## src/sv/rgbhls_pkg.sv

```systemverilog
// ----------------------------------------------------------------------------
// rgbhls_pkg
// Shared constants for the RGB to HLS converter.
// ----------------------------------------------------------------------------
package rgbhls_pkg;
  localparam int RGBHLS_COMPONENT_BITS = 16;
  localparam int RGBHLS_GUARD_BITS     = 3;
endpackage

```

## src/sv/rgbhls_if.sv

```systemverilog
// ----------------------------------------------------------------------------
// rgbhls_if
// Valid/ready channel carrying three components of one pixel.
// ----------------------------------------------------------------------------
interface rgbhls_if #(
  parameter int W = 16
);
  logic         valid;
  logic         ready;
  logic [W-1:0] c0;
  logic [W-1:0] c1;
  logic [W-1:0] c2;

  modport source (output valid, output c0, output c1, output c2, input ready);
  modport sink   (input valid, input c0, input c1, input c2, output ready);
endinterface

```

## src/sv/rgb_to_hls_converter.sv

```systemverilog
// ----------------------------------------------------------------------------
// rgb_to_hls_converter
// Throughput: one pixel per cycle while the output is not stalled; the two W-stage dividers set the depth.
// A stalled output freezes the whole pipeline; nothing is lost or repeated.
// Reset (rst_n low, synchronous) clears all valid bits; no clearing pass.
// ----------------------------------------------------------------------------
module rgb_to_hls_converter
  import rgbhls_pkg::*;
#(
  parameter int COMPONENT_BITS = RGBHLS_COMPONENT_BITS
) (
  input  logic  clk,
  input  logic  rst_n,
  rgbhls_if.sink   in_px,
  rgbhls_if.source out_px
);
  localparam int W  = COMPONENT_BITS;
  localparam int DW = W + RGBHLS_GUARD_BITS;
  localparam int NW = W + 4;
  localparam logic [W+1:0] TWO_FULL = {1'b0, {W{1'b1}}, 1'b0};

  logic en;
  logic out_valid_r;

  logic         v0_r;
  logic [W-1:0] r0_r, g0_r, b0_r;

  logic         v1_r;
  logic [W-1:0] r1_r, g1_r, b1_r, mx1_r, mn1_r;
  logic [W-1:0] mx1_nxt, mn1_nxt;

  logic          v2_r, gray2_r;
  logic [W-1:0]  light2_r;
  logic [DW-1:0] hnum_r, hdiv_r, snum_r, sdiv_r;
  logic [W-1:0]  slo_r;
  logic [W-1:0]  delta;
  logic [W:0]    sum;
  logic [W+1:0]  den;
  logic signed [NW-1:0] n, d6;
  logic [2*W-1:0] satn;

  logic         vl_r [W];
  logic         gl_r [W];
  logic [W-1:0] ll_r [W];

  logic [W-1:0] hq, sq;
  logic [W-1:0] hue_r, light_r, sat_r;

  assign en = !out_valid_r || out_px.ready;
  assign in_px.ready = en;

  always_comb begin
    mx1_nxt = r0_r;
    if (g0_r > mx1_nxt) mx1_nxt = g0_r;
    if (b0_r > mx1_nxt) mx1_nxt = b0_r;
    mn1_nxt = r0_r;
    if (g0_r < mn1_nxt) mn1_nxt = g0_r;
    if (b0_r < mn1_nxt) mn1_nxt = b0_r;
  end

  always_comb begin
    delta = mx1_r - mn1_r;
    sum   = {1'b0, mx1_r} + {1'b0, mn1_r};
    if (sum <= {1'b0, {W{1'b1}}}) den = {1'b0, sum};
    else                          den = TWO_FULL - {1'b0, sum};
    d6 = NW'({delta, 2'b00}) + NW'({delta, 1'b0});
    if (r1_r == mx1_r)
      n = NW'(g1_r) - NW'(b1_r);
    else if (g1_r == mx1_r)
      n = NW'({delta, 1'b0}) + NW'(b1_r) - NW'(r1_r);
    else
      n = NW'({delta, 2'b00}) + NW'(r1_r) - NW'(g1_r);
    if (n < 0) n = n + d6;
    satn = {delta, {W{1'b0}}} - (2*W)'(delta);
  end

  always_ff @(posedge clk) begin
    if (!rst_n) begin
      v0_r <= 1'b0;
      v1_r <= 1'b0;
      v2_r <= 1'b0;
      out_valid_r <= 1'b0;
      for (int k = 0; k < W; k++) vl_r[k] <= 1'b0;
    end else if (en) begin
      v0_r <= in_px.valid;
      v1_r <= v0_r;
      v2_r <= v1_r;
      vl_r[0] <= v2_r;
      for (int k = 1; k < W; k++) vl_r[k] <= vl_r[k-1];
      out_valid_r <= vl_r[W-1];
    end
  end

  always_ff @(posedge clk) begin
    if (en) begin
      r0_r <= in_px.c0;
      g0_r <= in_px.c1;
      b0_r <= in_px.c2;
      r1_r <= r0_r;
      g1_r <= g0_r;
      b1_r <= b0_r;
      mx1_r <= mx1_nxt;
      mn1_r <= mn1_nxt;
      gray2_r  <= (delta == '0);
      light2_r <= sum[W:1];
      hnum_r   <= DW'(n);
      hdiv_r   <= DW'(d6);
      snum_r   <= DW'(satn[2*W-1:W]);
      slo_r    <= satn[W-1:0];
      sdiv_r   <= DW'(den);
      gl_r[0] <= gray2_r;
      ll_r[0] <= light2_r;
      for (int k = 1; k < W; k++) begin
        gl_r[k] <= gl_r[k-1];
        ll_r[k] <= ll_r[k-1];
      end
      hue_r   <= gl_r[W-1] ? '0 : hq;
      sat_r   <= gl_r[W-1] ? '0 : sq;
      light_r <= ll_r[W-1];
    end
  end

  rgbhls_div #(.W(W), .DW(DW)) u_hue_div (
    .clk(clk), .en(en), .num_hi(hnum_r), .num_lo('0), .dvs(hdiv_r), .quo(hq)
  );

  rgbhls_div #(.W(W), .DW(DW)) u_sat_div (
    .clk(clk), .en(en), .num_hi(snum_r), .num_lo(slo_r), .dvs(sdiv_r), .quo(sq)
  );

  assign out_px.valid = out_valid_r;
  assign out_px.c0    = hue_r;
  assign out_px.c1    = light_r;
  assign out_px.c2    = sat_r;
endmodule

```

## src/sv/rgbhls_div.sv

```systemverilog
// ----------------------------------------------------------------------------
// rgbhls_div
// Pipelined restoring divider, one quotient bit per stage, W stages.
// ----------------------------------------------------------------------------
module rgbhls_div
  import rgbhls_pkg::*;
#(
  parameter int W  = RGBHLS_COMPONENT_BITS,
  parameter int DW = RGBHLS_COMPONENT_BITS + RGBHLS_GUARD_BITS
) (
  input  logic          clk,
  input  logic          en,
  input  logic [DW-1:0] num_hi,
  input  logic [W-1:0]  num_lo,
  input  logic [DW-1:0] dvs,
  output logic [W-1:0]  quo
);
  logic [DW-1:0] rem_r [W];
  logic [W-1:0]  lo_r  [W];
  logic [DW-1:0] dv_r  [W];
  logic [DW-1:0] rem_nxt [W];
  logic [W-1:0]  lo_nxt  [W];
  logic [DW-1:0] dv_nxt  [W];

  always_comb begin
    logic [DW-1:0] rem_i;
    logic [W-1:0]  lo_i;
    logic [DW:0]   t;
    for (int k = 0; k < W; k++) begin
      rem_i = (k == 0) ? num_hi : rem_r[(k == 0) ? 0 : k-1];
      lo_i  = (k == 0) ? num_lo : lo_r[(k == 0) ? 0 : k-1];
      dv_nxt[k] = (k == 0) ? dvs : dv_r[(k == 0) ? 0 : k-1];
      t = {rem_i, lo_i[W-1]};
      if (t >= {1'b0, dv_nxt[k]}) begin
        rem_nxt[k] = DW'(t - {1'b0, dv_nxt[k]});
        lo_nxt[k]  = {lo_i[W-2:0], 1'b1};
      end else begin
        rem_nxt[k] = t[DW-1:0];
        lo_nxt[k]  = {lo_i[W-2:0], 1'b0};
      end
    end
  end

  always_ff @(posedge clk) begin
    if (en) begin
      for (int k = 0; k < W; k++) begin
        rem_r[k] <= rem_nxt[k];
        lo_r[k]  <= lo_nxt[k];
        dv_r[k]  <= dv_nxt[k];
      end
    end
  end

  assign quo = lo_r[W-1];
endmodule

```

## src/flat_wrapper.sv

```systemverilog
// flat-port wrapper written by rule: the top's interface ports become plain ports
module rgb_to_hls_converter_flat import rgbhls_pkg::*;
#(
  parameter int COMPONENT_BITS = RGBHLS_COMPONENT_BITS
)
  (clk, rst_n, in_px_valid, in_px_c0, in_px_c1, in_px_c2, in_px_ready, out_px_valid, out_px_c0, out_px_c1, out_px_c2, out_px_ready);
  rgbhls_if #(.W((RGBHLS_COMPONENT_BITS))) in_px_i ();
  rgbhls_if #(.W((RGBHLS_COMPONENT_BITS))) out_px_i ();
  input  logic clk;
  input  logic rst_n;
  input wire logic [$bits(in_px_i.valid)-1:0] in_px_valid;
  input wire logic [$bits(in_px_i.c0)-1:0] in_px_c0;
  input wire logic [$bits(in_px_i.c1)-1:0] in_px_c1;
  input wire logic [$bits(in_px_i.c2)-1:0] in_px_c2;
  output wire logic [$bits(in_px_i.ready)-1:0] in_px_ready;
  output wire logic [$bits(out_px_i.valid)-1:0] out_px_valid;
  output wire logic [$bits(out_px_i.c0)-1:0] out_px_c0;
  output wire logic [$bits(out_px_i.c1)-1:0] out_px_c1;
  output wire logic [$bits(out_px_i.c2)-1:0] out_px_c2;
  input wire logic [$bits(out_px_i.ready)-1:0] out_px_ready;
  assign in_px_i.valid = in_px_valid;
  assign in_px_i.c0 = in_px_c0;
  assign in_px_i.c1 = in_px_c1;
  assign in_px_i.c2 = in_px_c2;
  assign in_px_ready = in_px_i.ready;
  assign out_px_valid = out_px_i.valid;
  assign out_px_c0 = out_px_i.c0;
  assign out_px_c1 = out_px_i.c1;
  assign out_px_c2 = out_px_i.c2;
  assign out_px_i.ready = out_px_ready;
  rgb_to_hls_converter #(.COMPONENT_BITS(COMPONENT_BITS)) u_core (.clk(clk), .rst_n(rst_n), .in_px(in_px_i), .out_px(out_px_i));
endmodule
```

## config.mk

```make
export PLATFORM = sky130hd
export DESIGN_NAME = rgb_to_hls_converter_flat
export DESIGN_NICKNAME = d
export VERILOG_FILES = /design/src/sv/rgbhls_pkg.sv /design/src/sv/rgbhls_if.sv /design/src/sv/rgb_to_hls_converter.sv /design/src/sv/rgbhls_div.sv /design/src/flat_wrapper.sv
export SDC_FILE = /design/constraint.sdc
export NUM_CORES = 2
export LEC_CHECK = 0
export ABC_AREA = 1
export BUFFER_PORTS_ARGS = -buffer_cell sky130_fd_sc_hd__clkbuf_2
export CAP_MARGIN = 5
export CORE_UTILIZATION = 58
export DETAILED_ROUTE_END_ITERATION = 16
export HOLD_SLACK_MARGIN = 0.15
export PLACE_DENSITY = 0.74
export SLEW_MARGIN = 0
export SYNTH_ARGS = -nofsm -noshare
export SYNTH_HDL_FRONTEND = slang
export SYNTH_SLANG_ARGS = --single-unit
```

## constraint.sdc

```tcl
create_clock -name clk -period 45.8 [get_ports clk]
set_clock_uncertainty 0.15 [all_clocks]
set_input_delay 2.29 -clock clk [delete_from_list [all_inputs] [get_ports clk]]
set_output_delay 2.29 -clock clk [all_outputs]
set_load 0.02 [all_outputs]
```

==> flow_summary_export.csv <==
group,metric,value,unit
sta,fin_ws,38160,ps
logic_synthesis,yosys_most_used_dff,"edfxtp_1",
logic_synthesis,synth_area,105000,µm²
logic_synthesis,synth_xor_area_frac,0.0486,
worst_setup_path,cp-end-kind,"flop",
logic_synthesis,synth_nets,10804,
logic_synthesis,synthCells,9930,
global_route,gr-total-overflow,0,
logic_synthesis,synth_cell_type_count,66,
layout,mostFrequentLayoutCells,"1999 x edfxtp_1, 1665 x nand2_1, 1318 x inv_1",
sta,setup_viol,0,
detailed_routing,ant_nets,0,
worst_setup_path,cpPeakStageDelay,820,ps
sta,fmax,0.131,GHz
die,die-area,184000,µm²
die,coreArea,181000,µm²
place,gp_congestion,0.975,
logic_synthesis,yosys.area_share.simple,0.122,
clock_network,ctsHoldBuffers,0,
clock_network,cts-root-buf,"clkbuf_16",
worst_setup_path,worstPathRequired,46250,ps
clock_network,htree_num_levels,4,
clock_network,clk_pin_slew,60,ps
global_route,grtUsageTotal,0.261,
logic_synthesis,yosys_warnings,0,
flow_run,cap_violations,0,
sta,period_needed,7640,ps
global_route,grt_pass1_wl,376,mm
sta,slew_violations,0,
die,start_util,0.583,
logic_synthesis,seq_area_frac_synth,0.572,
place,hpwl,184,mm
clock_network,clockBufferDepth,3,
place,place_ws,38240,ps
logic_synthesis,synth_compound_area_frac,0.104,
logic_synthesis,synth_fa_ha_area_frac,0.100,
worst_setup_path,worst-path-buf-inv,1,
logic_synthesis,synthMuxAreaShare,0,
clock_network,cts_sinks,2012,
worst_setup_path,reg2reg_slack,38160,ps
clock_network,post-cts-setup-buffers,0,
clock_network,cts_buffers,201,
layout,fin_nets,11004,
logic_synthesis,async_reset_ff_frac,0,
worst_setup_path,cp.arrival,8090,ps
logic_synthesis,synth_top_family_by_area,"simple AND/OR/NAND/NOR gates",
clock_network,post_cts_resized,0,
detailed_routing,wirelength,242,mm
worst_setup_path,critPathKind,"flop to flop",
logic_synthesis,synth_edf_count,1999,
sta,tns,0,ps
global_route,antenna_found_initial,2,
detailed_routing,viasPerCell,5.59,
sta,worstMarginPinSlew,1250,ps
logic_synthesis,ys_ff_latch,2012,
die,num_io_pins,102,
sta,fin_hold_ws,245,ps
outcome,status,"complete, no violations",
die,chipHeight,428,µm
detailed_routing,detail_route.wl_per_cell,19.1,µm
detailed_routing,drt_first_iter_violations,5175,
layout,layout_commonest_cell,"edfxtp_1",
sta,fin_crit_sh,0.167,
clock_network,clk_latency,840,ps
detailed_routing,dr.pass1.iters,6,
die,row_count,156,
layout,drive_gt1_frac,0.0559,
global_route,grt_start_max_net_pins,202,
sta,grt_setup_unrepaired,"no",
worst_setup_path,start_kind,"flop",
detailed_routing,drc,0,
worst_setup_path,cpMaxStageDelayCell,"xor2_1",
worst_setup_path,worst-path-max-fanout,7,
die,die_x,428,µm
clock_network,cts_tree,"built",
global_route,first_global_vias,68748,
place,portBuffers,101,
logic_synthesis,syn_area_per_cell,10.6,µm²
min_path,hold_class,"flop to flop",
layout,area_delta_synth_final,9.56,%
worst_setup_path,cpLargestDelayFamily,"simple AND/OR/NAND/NOR gates",
sta,slew_headroom,0.162,
detailed_routing,vias,70923,
sta,finalHoldViolCount,0,
## kinds of logic after synthesis
logic type               Yosys count
adder cells (fa/ha/maj)          822
AO/OA/AOI/OAI                   1968
AND/OR/NAND/NOR                 3065
flip-flops                      2012
buffers and inverters           1481
XOR/XNOR                         582
## state kept, by name, indices dropped and copies added, names as in the netlist, 18 cells and up
name,flops
u_core.hnum_r,19
u_core.u_sat_div.dv_r,256
u_core.sdiv_r,18
u_core.u_sat_div.lo_r,254
u_core.u_hue_div.dv_r,242
u_core.ll_r,256
u_core.u_hue_div.lo_r,136
u_core.u_hue_div.rem_r,270
u_core.u_sat_div.rem_r,285
## routing by layer
layer,part of all wire,up-vias,global-route usage
met5,0,-,0
met2,0.51,1836,0.466
li1,-,35102,-
met4,0.034,0,0.0904
met3,0.039,445,0.0293
met1,0.42,33540,0.328
## worst paths after layout
kind	startpoint	endpoint	depth (start not counted)
worst max register to register	u_core.mx1_r[2]	u_core.hnum_r[18]	32
worst min register to register	u_core.u_hue_div.lo_r[5][0]	u_core.u_hue_div.lo_r[6][1]	0
worst min-delay path	u_core.u_hue_div.lo_r[5][0]	u_core.u_hue_div.lo_r[6][1]	0
worst max-delay path	u_core.mx1_r[2]	u_core.hnum_r[18]	32
## cell type report
cell class | instances | area, µm²
Clock buffer | 234 | 5270
Fill cell | 14151 | 65200
Timing Repair Buffer | 133 | 846
Antenna cell | 5 | 12.5
Sequential cell | 2012 | 60300
Inverter | 1345 | 5060
Clock inverter | 148 | 1610
Multi-Input combinational cell | 6437 | 39500
Tap cell | 2370 | 2970
## synth_stat cells, types with 52 or more instances
cell         n  area share
xor2_1     305       0.025
a31oi_1    104      0.0062
nor2_1     682       0.024
nor3_1      90      0.0043
o21ai_0    645       0.031
a21oi_1    878       0.042
nand3_1    352       0.017
ha_1       783       0.093
inv_1     1319       0.047
a221oi_1    52      0.0043
clkbuf_1    92      0.0033
a21o_1      67      0.0048
nand2_1   1665       0.059
nand4_1    101      0.0060
edfxtp_1  1999        0.57
xnor2_1    275       0.023
## through the flow
| step | std cells | instance area, µm² | utilization |
|---|---|---|---|
| after floorplan | 9930 | 105000 | - |
| after global placement | 12297 | 109000 | 0.601 |
| after detailed placement | 12297 | 109000 | 0.601 |
| after CTS | 12679 | 116000 | 0.639 |
| after global routing | 12681 | 116000 | 0.639 |
| final | 12684 | 116000 | 0.639 |
Power is left out: the tool's default activity adds up to more than one toggle a clock period on the data nets, which glitch-free logic cannot reach.
